[config.mk]
export PLATFORM = sky130hd
export DESIGN_NAME = shell_word_tokenizer
export DESIGN_NICKNAME = d
export VERILOG_FILES = /design/src/rtl/core/swt_pkg.sv /design/src/rtl/core/swt_front.sv /design/src/rtl/core/swt_queue.sv /design/src/rtl/core/swt_back.sv /design/src/rtl/core/shell_word_tokenizer.sv
export VERILOG_INCLUDE_DIRS = /design/src /design/src/rtl/core
export SDC_FILE = /design/constraint.sdc
export NUM_CORES = 1
export LEC_CHECK = 0
export BUFFER_PORTS_ARGS = -buffer_cell sky130_fd_sc_hd__buf_2
export CELL_PAD_IN_SITES_DETAIL_PLACEMENT = 1
export CELL_PAD_IN_SITES_GLOBAL_PLACEMENT = 1
export CORE_MARGIN = 2
export CORE_UTILIZATION = 39
export CTS_BUF_LIST = sky130_fd_sc_hd__clkbuf_8
export DETAILED_ROUTE_END_ITERATION = 10
export PLACE_DENSITY = 0.74
export SLEW_MARGIN = 20
export SYNTH_ARGS = -nofsm -noshare
export SYNTH_HDL_FRONTEND = slang
export SYNTH_SLANG_ARGS = --single-unit
export TNS_END_PERCENT = 5
[constraint.sdc]
create_clock -name clock -period 4.9 [get_ports clock]
set_input_delay 0 -clock clock [delete_from_list [all_inputs] [get_ports clock]]
set_output_delay 0 -clock clock [all_outputs]
set_load 0.02 [all_outputs]
[src/rtl/core/assert_macros.svh]
// ---------------------------------------------------------------------------
// assert_macros.svh
// Assertion helpers shared by the tokenizer RTL. Empty under synthesis.
// ---------------------------------------------------------------------------
`ifndef ASSERT_MACROS_SVH
`define ASSERT_MACROS_SVH

`ifndef SYNTHESIS

// property must hold on every clock edge outside reset
`define SWT_ASSERT(lbl, clk, rst, prop) \
   lbl: assert property (@(posedge clk) disable iff (rst) (prop)) \
      else $error("tokenizer assertion failed");

// condition must never be seen outside reset
`define SWT_NEVER(lbl, clk, rst, cond) \
   `SWT_ASSERT(lbl, clk, rst, !(cond))

`else

`define SWT_ASSERT(lbl, clk, rst, prop)
`define SWT_NEVER(lbl, clk, rst, cond)

`endif

`endif

[src/rtl/core/swt_pkg.sv]
// ---------------------------------------------------------------------------
// swt_pkg
// Types and character constants for the shell word tokenizer.
// ---------------------------------------------------------------------------
`default_nettype none

package swt_pkg;

   // quoting mode of the parser
   typedef enum logic [1:0] {
      MODE_PLAIN  = 2'd0,
      MODE_SINGLE = 2'd1,
      MODE_DOUBLE = 2'd2
   } mode_type;

   // kind of one result beat
   typedef enum logic [1:0] {
      KIND_BYTE     = 2'd0,
      KIND_WORD_END = 2'd1,
      KIND_LINE_END = 2'd2
   } kind_type;

   // special characters
   localparam logic [7:0] CH_PIPE   = 8'h7C;
   localparam logic [7:0] CH_SQUOTE = 8'h27;
   localparam logic [7:0] CH_DQUOTE = 8'h22;
   localparam logic [7:0] CH_BSLASH = 8'h5C;
   localparam logic [7:0] CH_DOLLAR = 8'h24;
   localparam logic [7:0] CH_BTICK  = 8'h60;
   localparam logic [7:0] CH_SPACE  = 8'h20;
   localparam logic [7:0] CH_TAB    = 8'h09;
   localparam logic [7:0] CH_CR     = 8'h0D;

   // at most three results per input byte
   localparam int RES_MAX = 3;

   // bundle queue between front and back (power of two, pointers wrap)
   localparam int QUEUE_DEPTH = 4;
   localparam int QUEUE_AW    = $clog2(QUEUE_DEPTH);

   typedef struct packed {
      kind_type   kind;
      logic [7:0] ch;
   } result_type;

   // all results caused by one input byte; cnt is 1..3
   typedef struct packed {
      logic [1:0]                   cnt;
      result_type [RES_MAX-1:0]     res;
   } bundle_type;

endpackage

`default_nettype wire

[src/rtl/core/swt_front.sv]
// ---------------------------------------------------------------------------
// swt_front
// Classifies each accepted byte against the quoting state and builds the
// bundle of results it causes. Holds the parser state.
// ---------------------------------------------------------------------------
`default_nettype none

`include "assert_macros.svh"

module swt_front (
   input  wire                  clock,
   input  wire                  reset,
   input  wire                  in_fire,
   input  wire                  in_action,
   input  wire [7:0]            in_char,
   output logic                 push,
   output swt_pkg::bundle_type  push_bundle
);
   import swt_pkg::*;

   mode_type   mode_ff, mode_in;
   logic       esc_ff, esc_in;
   logic       open_ff, open_in;

   logic [1:0] cnt;
   bundle_type bnd;
   logic       is_blank;
   logic       is_dq_escape;

   assign is_blank     = (in_char == CH_SPACE) || (in_char inside {[CH_TAB:CH_CR]});
   assign is_dq_escape = in_char inside {CH_DQUOTE, CH_BSLASH, CH_DOLLAR, CH_BTICK};

   // result generation and next parser state
   always_comb begin
      cnt     = 2'd0;
      bnd     = '0;
      mode_in = mode_ff;
      esc_in  = esc_ff;
      open_in = open_ff;
      if (in_action) begin
         // end of line: flush held backslash, close word, mark line end
         if (esc_ff) begin
            bnd.res[cnt] = '{kind: KIND_BYTE, ch: CH_BSLASH};
            cnt = cnt + 2'd1;
         end
         if (open_ff || esc_ff) begin
            bnd.res[cnt] = '{kind: KIND_WORD_END, ch: 8'h00};
            cnt = cnt + 2'd1;
         end
         bnd.res[cnt] = '{kind: KIND_LINE_END, ch: 8'h00};
         cnt = cnt + 2'd1;
         mode_in = MODE_PLAIN;
         esc_in  = 1'b0;
         open_in = 1'b0;
      end else begin
         case (mode_ff)
            MODE_SINGLE: begin
               open_in = 1'b1;
               if (in_char == CH_SQUOTE) begin
                  mode_in = MODE_PLAIN;
               end else begin
                  bnd.res[cnt] = '{kind: KIND_BYTE, ch: in_char};
                  cnt = cnt + 2'd1;
               end
            end
            MODE_DOUBLE: begin
               open_in = 1'b1;
               if (esc_ff && is_dq_escape) begin
                  esc_in = 1'b0;
                  bnd.res[cnt] = '{kind: KIND_BYTE, ch: in_char};
                  cnt = cnt + 2'd1;
               end else begin
                  // backslash before an ordinary byte is kept
                  if (esc_ff) begin
                     esc_in = 1'b0;
                     bnd.res[cnt] = '{kind: KIND_BYTE, ch: CH_BSLASH};
                     cnt = cnt + 2'd1;
                  end
                  if (in_char == CH_DQUOTE) begin
                     mode_in = MODE_PLAIN;
                  end else if (in_char == CH_BSLASH) begin
                     esc_in = 1'b1;
                  end else begin
                     bnd.res[cnt] = '{kind: KIND_BYTE, ch: in_char};
                     cnt = cnt + 2'd1;
                  end
               end
            end
            default: begin
               // outside quotes
               if (esc_ff) begin
                  esc_in  = 1'b0;
                  open_in = 1'b1;
                  bnd.res[cnt] = '{kind: KIND_BYTE, ch: in_char};
                  cnt = cnt + 2'd1;
               end else if (in_char == CH_PIPE) begin
                  if (open_ff) begin
                     bnd.res[cnt] = '{kind: KIND_WORD_END, ch: 8'h00};
                     cnt = cnt + 2'd1;
                  end
                  bnd.res[cnt] = '{kind: KIND_BYTE, ch: CH_PIPE};
                  cnt = cnt + 2'd1;
                  bnd.res[cnt] = '{kind: KIND_WORD_END, ch: 8'h00};
                  cnt = cnt + 2'd1;
                  open_in = 1'b0;
               end else if (is_blank) begin
                  if (open_ff) begin
                     bnd.res[cnt] = '{kind: KIND_WORD_END, ch: 8'h00};
                     cnt = cnt + 2'd1;
                  end
                  open_in = 1'b0;
               end else if (in_char == CH_SQUOTE) begin
                  mode_in = MODE_SINGLE;
                  open_in = 1'b1;
               end else if (in_char == CH_DQUOTE) begin
                  mode_in = MODE_DOUBLE;
                  open_in = 1'b1;
               end else if (in_char == CH_BSLASH) begin
                  esc_in = 1'b1;
               end else begin
                  open_in = 1'b1;
                  bnd.res[cnt] = '{kind: KIND_BYTE, ch: in_char};
                  cnt = cnt + 2'd1;
               end
            end
         endcase
      end
      bnd.cnt = cnt;
   end

   // only bytes that produce results take a queue slot
   assign push        = in_fire && (cnt != 2'd0);
   assign push_bundle = bnd;

   // parser state
   always_ff @(posedge clock) begin
      if (reset) begin
         mode_ff <= MODE_PLAIN;
         esc_ff  <= 1'b0;
         open_ff <= 1'b0;
      end else if (in_fire) begin
         mode_ff <= mode_in;
         esc_ff  <= esc_in;
         open_ff <= open_in;
      end
   end

   // line end returns the parser to its reset state
   `SWT_ASSERT(a_line_end_clears, clock, reset,
      (in_fire && in_action) |=> (mode_ff == MODE_PLAIN && !esc_ff && !open_ff))
   // no escape is ever held inside single quotes
   `SWT_NEVER(a_no_esc_in_single, clock, reset, esc_ff && (mode_ff == MODE_SINGLE))

endmodule

`default_nettype wire

[src/rtl/core/swt_queue.sv]
// ---------------------------------------------------------------------------
// swt_queue
// Short FIFO of result bundles between the classifier and the serializer.
// ---------------------------------------------------------------------------
`default_nettype none

`include "assert_macros.svh"

module swt_queue (
   input  wire                  clock,
   input  wire                  reset,
   input  wire                  push,
   input  swt_pkg::bundle_type  push_bundle,
   input  wire                  pop,
   output logic                 full,
   output logic                 empty,
   output swt_pkg::bundle_type  head
);
   import swt_pkg::*;

   bundle_type            mem_ff [QUEUE_DEPTH];
   logic [QUEUE_AW-1:0]   wr_ptr_ff, rd_ptr_ff;
   logic [QUEUE_AW:0]     count_ff, count_in;

   assign full  = (count_ff == (QUEUE_AW+1)'(QUEUE_DEPTH));
   assign empty = (count_ff == '0);
   assign head  = mem_ff[rd_ptr_ff];

   // entry storage
   always_ff @(posedge clock) begin
      if (push) begin
         mem_ff[wr_ptr_ff] <= push_bundle;
      end
   end

   always_comb begin
      count_in = count_ff;
      if (push && !pop) begin
         count_in = count_ff + 1'b1;
      end else if (pop && !push) begin
         count_in = count_ff - 1'b1;
      end
   end

   // pointers and fill level
   always_ff @(posedge clock) begin
      if (reset) begin
         wr_ptr_ff <= '0;
         rd_ptr_ff <= '0;
         count_ff  <= '0;
      end else begin
         if (push) begin
            wr_ptr_ff <= wr_ptr_ff + 1'b1;
         end
         if (pop) begin
            rd_ptr_ff <= rd_ptr_ff + 1'b1;
         end
         count_ff <= count_in;
      end
   end

   `SWT_NEVER(a_no_overflow, clock, reset, push && full)
   `SWT_ASSERT(a_level_matches_ptrs, clock, reset,
      (wr_ptr_ff - rd_ptr_ff) == count_ff[QUEUE_AW-1:0])

endmodule

`default_nettype wire

[src/rtl/core/swt_back.sv]
// ---------------------------------------------------------------------------
// swt_back
// Serializes the head bundle onto the result stream, one beat per result,
// and flags the final beat of each bundle.
// ---------------------------------------------------------------------------
`default_nettype none

`include "assert_macros.svh"

module swt_back (
   input  wire                  clock,
   input  wire                  reset,
   input  wire                  head_valid,
   input  swt_pkg::bundle_type  head,
   output logic                 pop,
   output logic                 rsp_tvalid,
   input  wire                  rsp_tready,
   output logic [7:0]           rsp_tdata,
   output logic [1:0]           rsp_tuser,
   output logic                 rsp_tlast
);
   import swt_pkg::*;

   logic [1:0] idx_ff, idx_in;
   logic       last;
   logic       beat;
   result_type cur;

   assign cur        = head.res[idx_ff];
   assign last       = (idx_ff == (head.cnt - 2'd1));
   assign rsp_tvalid = head_valid;
   assign rsp_tdata  = cur.ch;
   assign rsp_tuser  = cur.kind;
   assign rsp_tlast  = last;
   assign beat       = rsp_tvalid && rsp_tready;
   assign pop        = beat && last;

   always_comb begin
      idx_in = idx_ff;
      if (beat) begin
         idx_in = last ? 2'd0 : (idx_ff + 2'd1);
      end
   end

   // position inside the head bundle
   always_ff @(posedge clock) begin
      if (reset) begin
         idx_ff <= 2'd0;
      end else begin
         idx_ff <= idx_in;
      end
   end

   `SWT_ASSERT(a_idx_in_bundle, clock, reset,
      head_valid |-> ((head.cnt != 2'd0) && (idx_ff < head.cnt)))

endmodule

`default_nettype wire

[src/rtl/core/shell_word_tokenizer.sv]
// Path: accepted bytes' results are queued, then sent on rsp from the head.
// Throughput: one byte per cycle in while the queue is not full; results
// leave one beat per cycle while rsp_tready is high, one beat per result.
// A 4-bundle queue between classifier and serializer absorbs output stalls.
// Reset: synchronous, active high; clears parser state and the queue.
// ---------------------------------------------------------------------------
// shell_word_tokenizer
// Splits a byte stream into shell-style words with quote and escape handling.
// ---------------------------------------------------------------------------
`default_nettype none

module shell_word_tokenizer (
   input  wire        clock,
   input  wire        reset,
   // request stream
   input  wire        req_tvalid,
   output logic       req_tready,
   input  wire  [7:0] req_tdata,   // [7:0] char_value
   input  wire        req_tuser,   // [0] action
   // result stream
   output logic       rsp_tvalid,
   input  wire        rsp_tready,
   output logic [7:0] rsp_tdata,   // [7:0] out_char
   output logic [1:0] rsp_tuser,   // [1:0] out_kind
   output logic       rsp_tlast    // last_of_run
);
   import swt_pkg::*;

   logic       in_fire;
   logic       push;
   logic       pop;
   logic       q_full;
   logic       q_empty;
   bundle_type push_bundle;
   bundle_type head;

   assign req_tready = !q_full;
   assign in_fire    = req_tvalid && req_tready;

   swt_front u_front (
      .clock       (clock),
      .reset       (reset),
      .in_fire     (in_fire),
      .in_action   (req_tuser),
      .in_char     (req_tdata),
      .push        (push),
      .push_bundle (push_bundle)
   );

   swt_queue u_queue (
      .clock       (clock),
      .reset       (reset),
      .push        (push),
      .push_bundle (push_bundle),
      .pop         (pop),
      .full        (q_full),
      .empty       (q_empty),
      .head        (head)
   );

   swt_back u_back (
      .clock      (clock),
      .reset      (reset),
      .head_valid (!q_empty),
      .head       (head),
      .pop        (pop),
      .rsp_tvalid (rsp_tvalid),
      .rsp_tready (rsp_tready),
      .rsp_tdata  (rsp_tdata),
      .rsp_tuser  (rsp_tuser),
      .rsp_tlast  (rsp_tlast)
   );

endmodule

`default_nettype wire

==> impl_metrics.py, run 1 <==
metrics = {
    "cts": {
        "cts_tree": "built",
        "htreeDepth": 3,
        "clkTransAtPathRegs_ps": 100,
        "cts_root_buffer": "clkbuf_8",
        "cts_resized": 0,
        "cts_buffers": 9,
        "ctsLongestPathBuffers": 2,
        "cts_setup_buffers": 0,
        "insertion_delay_ps": 370,
        "cts_sinks": 111,
        "cts_hold_buf": 2,
    },
    "synth": {
        "synth.area.top_cells": "edfxtp_1, mux4_2, dfxtp_1",
        "synth.most_common_cell": "edfxtp_1",
        "synth_fp_nets": 407,
        "ys_seq_area_share_pct": 60.6,
        "synth_area_per_cell_um2": 13.6,
        "synth_top_area_share_pct": 54.9,
        "synth_top_area_cell": "edfxtp_1",
        "synth-edff-count": 96,
        "ys.flop_type": "edfxtp_1",
        "synthCells": 385,
        "yosys_warnings": 0,
        "synth_cell_types": 55,
        "syn_area_mm2": 0.00525,
        "synthTopCellsByCount": "edfxtp_1, nor2_1, mux4_2",
        "ys_ff_latch": 111,
        "async_flop_share_pct": 0,
    },
    "sta": {
        "rsz0062_at_grt": "false",
        "fmax_ghz": 0.283,
        "layout_setup_ws_ps": 1370,
        "slew_viol_final": 0,
        "finalHoldViolations": 0,
        "fin_tns_setup_ps": 0,
        "relSlewSlack_pct": 38.8,
        "finalClockSkew_ps": 11.5,
        "period_share_pct": 72.1,
        "finalSetupViolCount": 0,
        "worst_pin_slew_ps": 917,
        "period_needed_ps": 3530,
    },
    "global_routing": {
        "grt.overflow.total": 0,
        "antenna_found_initial": 0,
        "grt_pass1_vias": 3351,
        "grt_pass1_wl_um": 18400,
        "track_usage_pct": 16.7,
        "grt_max_degree": 25,
    },
    "cells_and_area": {
        "drive_above_1_share_pct": 18.1,
        "fin_nets": 426,
        "fin_util_pct": 43.5,
        "fill_cells": 1371,
        "regArea_mm2": 0.00318,
        "syn2layout_area_growth_pct": 9.27,
        "antenna-diode-count": 0,
        "multi_input_area_mm2": 0.00191,
    },
    "critical_path": {
        "critPathKind": "register to register",
        "worst_ep_required_time_ps": 5210,
        "crit_path_end_kind": "register",
        "worstSetupStartpointType": "register",
        "path_max_fanout": 16,
        "cp.arrival_ps": 3840,
    },
    "placed_design": {
        "pre_cts_ws_ps": 1400,
        "io_buffer_count": 25,
        "gp_congestion": 0.863,
        "dp.final_hpwl_um": 7820,
    },
    "floorplan": {
        "initial_core_util_pct": 39.8,
        "die_w_um": 120,
        "fp.dieH_um": 120,
        "io_pins": 26,
        "row_count": 42,
        "die_area_mm2": 0.0144,
        "coreArea_mm2": 0.0132,
    },
    "routing": {
        "drt_first_iter_violations": 203,
        "first_pass_iters": 5,
        "routed_wl_um": 11400,
        "vias": 3250,
        "ant_nets": 0,
        "wire_per_inst_um": 19.4,
        "via_per_inst": 5.56,
        "drc_errors": 0,
    },
    "power": {
        "irDropWorstVdd_mv": 0.150,
        "p_per_area_mw_per_mm2": 415,
        "p_total_mw": 2.38,
        "p_leak_nw": 1.93,
    },
    "job": {
        "max_cap_violations": 0,
    },
    "worst_hold_path": {
        "hp-class": "primary input to register",
    },
    "status": {
        "status": "finished, final reports clean",
    },
}
==> registers in the layout (all words and copies together) (netlist names), named ones only <==
signal and count:
u_queue.mem_ff 96, u_queue.wr_ptr_ff 2, u_front.mode_ff 2, u_front.open_ff 1, u_queue.count_ff 3, u_front.esc_ff 1
u_back.idx_ff 2, u_queue.rd_ptr_ff 2
==> area by class of cell <==
cell class              count  area share (%)
clock buffers               9            2.16
multi-input cells         236            33.3
well taps                 176            3.84
inverters                  13           0.850
flip-flops and latches    111            55.5
repair buffers             33            3.31
clock inverters             7            1.11
==> path summary, 6_finish.rpt <==
kind	from	endpoint	slack, ps	depth (start not counted)
max	u_front.mode_ff[0]$_SDFFE_PP0P_	u_queue.count_ff[2]$_SDFFE_PP0P_	1370	14
min	rsp_tready	u_back.idx_ff[0]$_SDFFE_PP0P_	30	4
max reg2reg	u_front.mode_ff[0]$_SDFFE_PP0P_	u_queue.count_ff[2]$_SDFFE_PP0P_	1370	14
min reg2reg	u_queue.count_ff[2]$_SDFFE_PP0P_	u_queue.count_ff[2]$_SDFFE_PP0P_	520	2
==> cells in the final DEF, fill, tap and decap left out, types with 4 or more instances in the layout <==
master    instances
ha_1              8
nand2_1          17
edfxtp_1         96
nand3_1           9
o21ai_0          17
clkbuf_8          9
a21oi_1          17
nand4_1           4
and2_1            7
dfxtp_1          15
nand2b_1          5
nor3_1            8
inv_1            14
mux2i_1          15
nand3b_1          4
mux4_2           24
buf_4             6
and3_1            4
nor2b_1           7
nor2_1           37
buf_2            25
==> cell families (layout without fill, tap and decap cells) <==
group | after synthesis | after routing | synth area share, %
multiplexers | 41 | 41 | 13.6
XOR/XNOR | 6 | 6 | 1.14
flip-flops | 111 | 111 | 60.6
buffers and inverters | 38 | 62 | 3.05
AND/OR/NAND/NOR | 119 | 119 | 12.1
adder cells (fa/ha/maj) | 9 | 9 | 2.29
AO/OA/AOI/OAI | 61 | 61 | 7.27
==> routing by layer <==
layer	track usage (%)	wire length [um]	vias up
met5	0	0	-
met4	6.99	261	0
met3	2.47	325	17
met2	27.1	5560	59
met1	22.6	5230	1671
li1	-	-	1503
==> report_power, final <==
group | switching (mW) | internal (mW) | total, mW
Combinational | 0.352 | 0.276 | 0.628
Sequential | 0.0798 | 1.15 | 1.22
Clock | 0.294 | 0.233 | 0.527
Total | 0.726 | 1.65 | 2.38
==> critical path, stage by stage, from the launching register on <==
cell,delay [ps]
dfxtp_1,380
inv_1,60
ha_1,490
nor2b_1,280
and3b_1,190
nand3_1,110
o21ai_0,180
a21oi_1,100
a21oi_2,340
ha_1,240
inv_1,70
fa_1,420
xor2_1,170
or3_1,300
a21oi_1,140
==> metrics by stage <==
step | area, um^2 | std cells | hold WS (ps)
after floorplan | 5250 | 385 | 69.1
after global placement | 5530 | 567 | 358
after detailed placement | 5530 | 567 | 366
after CTS | 5740 | 585 | 12.0
after global routing | 5740 | 585 | 41.2
final | 5740 | 585 | 31.7
No activity file was read; power rests on OpenSTA's default activity.
==> run 2: changes to the inputs <==
Clock period 4.9 ns to 3.3 ns, I/O delays scaled along.
==> impl_metrics.py, run 2 (synthesis gave the netlist of run 1 again) <==
metrics = {
    "status": {
        "status": "finished, final reports clean",
    },
    "sta": {
        "slew_viol_final": 0,
        "layout_setup_ws_ps": 256,
        "worst_pin_slew_ps": 734,
        "finalSetupViolCount": 0,
        "fmax_ghz": 0.328,
        "relSlewSlack_pct": 50.4,
        "period_share_pct": 92.3,
        "period_needed_ps": 3040,
        "finalHoldViolations": 0,
        "finalClockSkew_ps": 8.05,
        "fin_tns_setup_ps": 0,
        "whs_ps": 37.4,
        "rsz0062_at_grt": "false",
    },
    "global_routing": {
        "antenna_found_initial": 0,
        "grt_max_degree": 25,
        "grt_pass1_wl_um": 18500,
        "grt.overflow.total": 0,
        "track_usage_pct": 16.7,
        "grt_pass1_vias": 3510,
    },
    "routing": {
        "ant_nets": 0,
        "vias": 3241,
        "drt_first_iter_violations": 243,
        "first_pass_iters": 4,
        "wire_per_inst_um": 19.0,
        "routed_wl_um": 11300,
        "drc_errors": 0,
        "via_per_inst": 5.46,
    },
    "cts": {
        "cts_setup_buffers": 0,
        "cts_sinks": 111,
        "clkTransAtPathRegs_ps": 100,
        "htreeDepth": 3,
        "ctsLongestPathBuffers": 2,
        "cts_tree": "built",
        "cts_root_buffer": "clkbuf_8",
        "cts_buffers": 9,
        "insertion_delay_ps": 370,
    },
    "cells_and_area": {
        "layout_common_cells": "edfxtp_1, nor2_1, buf_2",
        "fin_nets": 435,
        "multi_input_area_mm2": 0.00191,
        "drive_above_1_share_pct": 20.8,
        "max_flop_register": "u_queue.mem_ff",
        "largest_registers": "u_queue.mem_ff (96), u_queue.count_ff (3)",
        "largest_reg_flops": 96,
        "fin_cells": 594,
        "fill_cells": 1356,
        "regArea_mm2": 0.00318,
        "antenna-diode-count": 0,
        "layout_commonest_cell": "edfxtp_1",
        "syn2layout_area_growth_pct": 10.2,
    },
    "placed_design": {
        "gp_congestion": 0.876,
        "io_buffer_count": 25,
        "dp.final_hpwl_um": 7990,
        "post-place-cells": 577,
        "pre_cts_ws_ps": 209,
    },
    "floorplan": {
        "die_area_mm2": 0.0144,
        "fp.dieH_um": 120,
        "coreArea_mm2": 0.0132,
        "die_w_um": 120,
        "initial_core_util_pct": 39.8,
        "row_count": 42,
        "io_pins": 26,
    },
    "power": {
        "p_leak_nw": 1.96,
        "irDropWorstVdd_mv": 0.250,
        "combPwrFrac_pct": 28.5,
        "clkPwrFrac_pct": 20.7,
        "p_switching_mw": 1.09,
        "p_per_area_mw_per_mm2": 602,
        "sw_frac_of_total_pct": 31.3,
        "pwr-share-seq_pct": 50.8,
        "internal_power_mw": 2.39,
    },
    "critical_path": {
        "critical_path.max_stage_delay_ps": 430,
        "worstSetupStartpointType": "register",
        "crit_path_end_kind": "register",
        "path_buf_inv": 2,
        "path_max_fanout": 9,
        "cp_top_family": "adder cells",
        "cp.arrival_ps": 3340,
        "path_cells": "inv_1 > ha_2 > nor2b_1 > and3b_1 > nand3_1 > o21ai_0 > a21oi_1 > a21oi_2 > ha_1 > inv_1 > fa_1 > xor2_1 > or3_1 > a21oi_1",
        "worst_ep_required_time_ps": 3600,
        "critPathSlowestCell": "fa_1",
        "critPathKind": "register to register",
    },
    "job": {
        "max_cap_violations": 0,
    },
    "worst_hold_path": {
        "hp-class": "primary input to register",
    },
}
[run 2: power by group through the flow]
stage / clock [mW] / combinational (mW) / sequential [mW]
6_report: 0.720 / 0.993 / 1.77
5_1_grt: 0.793 / 1.09 / 1.79
4_1_cts: 0.737 / 1.01 / 1.77
3_5_place_dp: 0 / 1.01 / 1.81
3_3_place_gp: 0 / 0.984 / 1.78
2_1_floorplan: 0 / 0.750 / 1.77
[run 2: per-stage QoR]
stage                     util [%]  instance area, um^2  total power [mW]
after floorplan                  -                 5250              2.52
after global placement        42.5                 5610              2.77
after global routing          43.9                 5790              3.67
final                         43.9                 5790              3.48
after detailed placement      42.5                 5610              2.81
after CTS                     43.9                 5790              3.52
[run 2: routing by layer]
layer | GRT usage (%) | vias to the layer above | wire, um | share of wire (%)
li1 | - | 1515 | - | -
met1 | 22.0 | 1646 | 5160 | 46
met2 | 27.5 | 61 | 5530 | 49
met3 | 2.42 | 19 | 318 | 2.8
met4 | 7.43 | 0 | 260 | 2.3
met5 | 0 | - | 0 | 0
[run 2: worst min-delay path: stages]
cell and delay [ps]:
buf_2 110, nand2_1 110, a21oi_1 80, nor2_1 70
[run 2: cell type report]
class,count,area share (%)
inverters,13,0.843
repair buffers,42,4.41
multi-input cells,236,33.0
well taps,176,3.80
flip-flops and latches,111,55.0
clock inverters,7,0.821
clock buffers,9,2.14
[run 2: path summary, 6_finish.rpt]
check	from	end	slack, ps	depth (start not counted)
max	u_front.mode_ff[0]$_SDFFE_PP0P_	u_queue.count_ff[2]$_SDFFE_PP0P_	260	14
min	rsp_tready	u_back.idx_ff[0]$_SDFFE_PP0P_	40	4
max reg2reg	u_front.mode_ff[0]$_SDFFE_PP0P_	u_queue.count_ff[2]$_SDFFE_PP0P_	260	14
min reg2reg	u_queue.count_ff[2]$_SDFFE_PP0P_	u_queue.count_ff[2]$_SDFFE_PP0P_	520	2
[run 2: what timing repair did]
item / CTS / global route
endpoints found under the hold margin: 8 / 0
resized for setup: 0 / 1
endpoints found under the setup margin: 0 / 1
hold buffers: 1 / 0
==> run 3: changes to the inputs <==
--- a/config.mk
+++ b/config.mk
@@ -12,6 +12,7 @@
 export CORE_MARGIN = 2
-export CORE_UTILIZATION = 39
+export CORE_UTILIZATION = 52
 export CTS_BUF_LIST = sky130_fd_sc_hd__clkbuf_8
 export DETAILED_ROUTE_END_ITERATION = 10
-export PLACE_DENSITY = 0.74
+export MAX_ROUTING_LAYER = met4
+export PLACE_DENSITY = 0.92
 export SLEW_MARGIN = 20
--- a/constraint.sdc
+++ b/constraint.sdc
@@ -3,2 +3,2 @@
 set_output_delay 0 -clock clock [all_outputs]
-set_load 0.02 [all_outputs]
+set_load 0.005 [all_outputs]
==> impl_metrics.py, run 3 (synthesis gave the netlist of run 1 again) <==
metrics = {
    "sta": {
        "worst_pin_slew_ps": 736,
        "rsz0062_at_grt": "false",
        "finalSetupViolCount": 0,
        "relSlewSlack_pct": 50.2,
        "fmax_ghz": 0.322,
        "layout_setup_ws_ps": 191,
        "slew_viol_final": 0,
        "period_needed_ps": 3110,
        "period_share_pct": 94.2,
        "whs_ps": 53.9,
        "fin_tns_setup_ps": 0,
        "finalHoldViolations": 0,
        "finalClockSkew_ps": 10.1,
    },
    "global_routing": {
        "antenna_found_initial": 0,
        "grt_pass1_vias": 3548,
        "grt.overflow.total": 0,
        "track_usage_pct": 24.4,
        "grt_pass1_wl_um": 19500,
        "grt_max_degree": 25,
    },
    "floorplan": {
        "initial_core_util_pct": 53.7,
        "die_w_um": 104,
        "io_pins": 26,
        "die_area_mm2": 0.0109,
        "fp.dieH_um": 104,
        "coreArea_mm2": 0.00977,
        "row_count": 36,
    },
    "cts": {
        "insertion_delay_ps": 380,
        "cts_sinks": 111,
        "cts_buffers": 9,
        "htreeDepth": 3,
        "cts_tree": "built",
        "cts_root_buffer": "clkbuf_8",
        "clkTransAtPathRegs_ps": 100,
        "ctsLongestPathBuffers": 2,
    },
    "critical_path": {
        "worstSetupStartpointType": "register",
        "cp.arrival_ps": 3430,
        "path_max_fanout": 3,
        "crit_path_end_kind": "register",
        "critPathKind": "register to register",
        "worst_ep_required_time_ps": 3620,
    },
    "placed_design": {
        "place_area_mm2": 0.00555,
        "gp_congestion": 0.925,
        "pre_cts_ws_ps": 63.8,
        "dp.final_hpwl_um": 8530,
        "io_buffer_count": 25,
    },
    "cells_and_area": {
        "drive_above_1_share_pct": 22.0,
        "layout_commonest_cell": "edfxtp_1",
        "antenna-diode-count": 0,
        "max_flop_register": "u_queue.mem_ff",
        "largest_reg_flops": 96,
        "fill_cells": 970,
        "largest_registers": "u_queue.mem_ff (96), u_queue.count_ff (3)",
        "layout_common_cells": "edfxtp_1, nor2_1, buf_2",
        "design_area_mm2": 0.00579,
        "fin_nets": 436,
        "syn2layout_area_growth_pct": 10.3,
    },
    "power": {
        "irDropWorstVdd_mv": 0.251,
        "combPwrFrac_pct": 26.8,
        "sw_frac_of_total_pct": 29.8,
        "p_leak_nw": 1.98,
        "p_total_mw": 3.55,
        "internal_power_mw": 2.49,
        "clkPwrFrac_pct": 23.3,
        "p_per_area_mw_per_mm2": 613,
        "pwr-share-seq_pct": 49.9,
        "p_switching_mw": 1.06,
    },
    "worst_hold_path": {
        "hp-class": "primary input to register",
    },
    "routing": {
        "vias": 3357,
        "drc_errors": 0,
        "via_per_inst": 6.08,
        "wire_per_inst_um": 22.0,
        "first_pass_iters": 4,
        "routed_wl_um": 12200,
        "drt_first_iter_violations": 212,
        "ant_nets": 0,
    },
    "job": {
        "max_cap_violations": 0,
    },
    "status": {
        "status": "finished, final reports clean",
    },
}
-- run 3: timing repair --
action | in CTS | in global routing
setup endpoints to repair | 1 | 1
endpoints found under the hold margin | 10 | 0
buffers inserted | 0 | 1
resized for setup | 1 | 6
hold buffers | 1 | 0
pin swaps | 0 | 2
-- run 3: routing by layer --
layer  track usage [%]  part of all wire [%]
met1              30.6                    42
met2              40.5                    53
met3              4.57                   3.5
met4              7.82                   1.4
met5                 -                     0
-- run 3: worst paths after layout --
kind	from	end	slack (ps)	cells after the start
max	u_front.mode_ff[0]$_SDFFE_PP0P_	u_queue.count_ff[2]$_SDFFE_PP0P_	190	14
min reg2reg	u_front.mode_ff[0]$_SDFFE_PP0P_	u_front.mode_ff[0]$_SDFFE_PP0P_	520	2
min	rsp_tready	u_back.idx_ff[0]$_SDFFE_PP0P_	50	4
max reg2reg	u_front.mode_ff[0]$_SDFFE_PP0P_	u_queue.count_ff[2]$_SDFFE_PP0P_	190	14
-- run 3: worst max-delay path, cell delays in order (launching register included) --
cell and delay, ps:
dfxtp_2 350, inv_1 50, ha_1 340, nor2b_4 160, and3b_1 170, nand3_1 120, o21ai_1 180, a21oi_1 100
a21oi_2 190, ha_2 210, inv_1 60, fa_1 440, xor2_1 190, or3_1 330, a21oi_2 150
-- run 3: area by class of cell --
class | count | area (um^2) | area share, %
clock inverter | 7 | 81.3 | 1.40
clock buffer | 9 | 124 | 2.14
timing repair buffer | 43 | 263 | 4.54
sequential | 111 | 3180 | 55.0
inverter | 13 | 48.8 | 0.842
multi-input combinational | 236 | 1930 | 33.2
tap | 133 | 166 | 2.87
-- run 3: power by group through the flow --
| stage | logic, mW | registers (mW) | clock network [mW] |
|---|---|---|---|
| 3_5_place_dp | 0.931 | 1.80 | 0 |
| 3_3_place_gp | 0.869 | 1.78 | 0 |
| 5_1_grt | 1.05 | 1.79 | 0.892 |
| 6_report | 0.952 | 1.77 | 0.828 |
| 2_1_floorplan | 0.645 | 1.77 | 0 |
| 4_1_cts | 0.944 | 1.77 | 0.842 |
-- run 3: per-stage QoR --
step / utilization (%) / instances
after floorplan: - / 385
after global placement: 56.8 / 534
after detailed placement: 56.8 / 534
after CTS: 59.0 / 551
after global routing: 59.3 / 552
final: 59.3 / 552
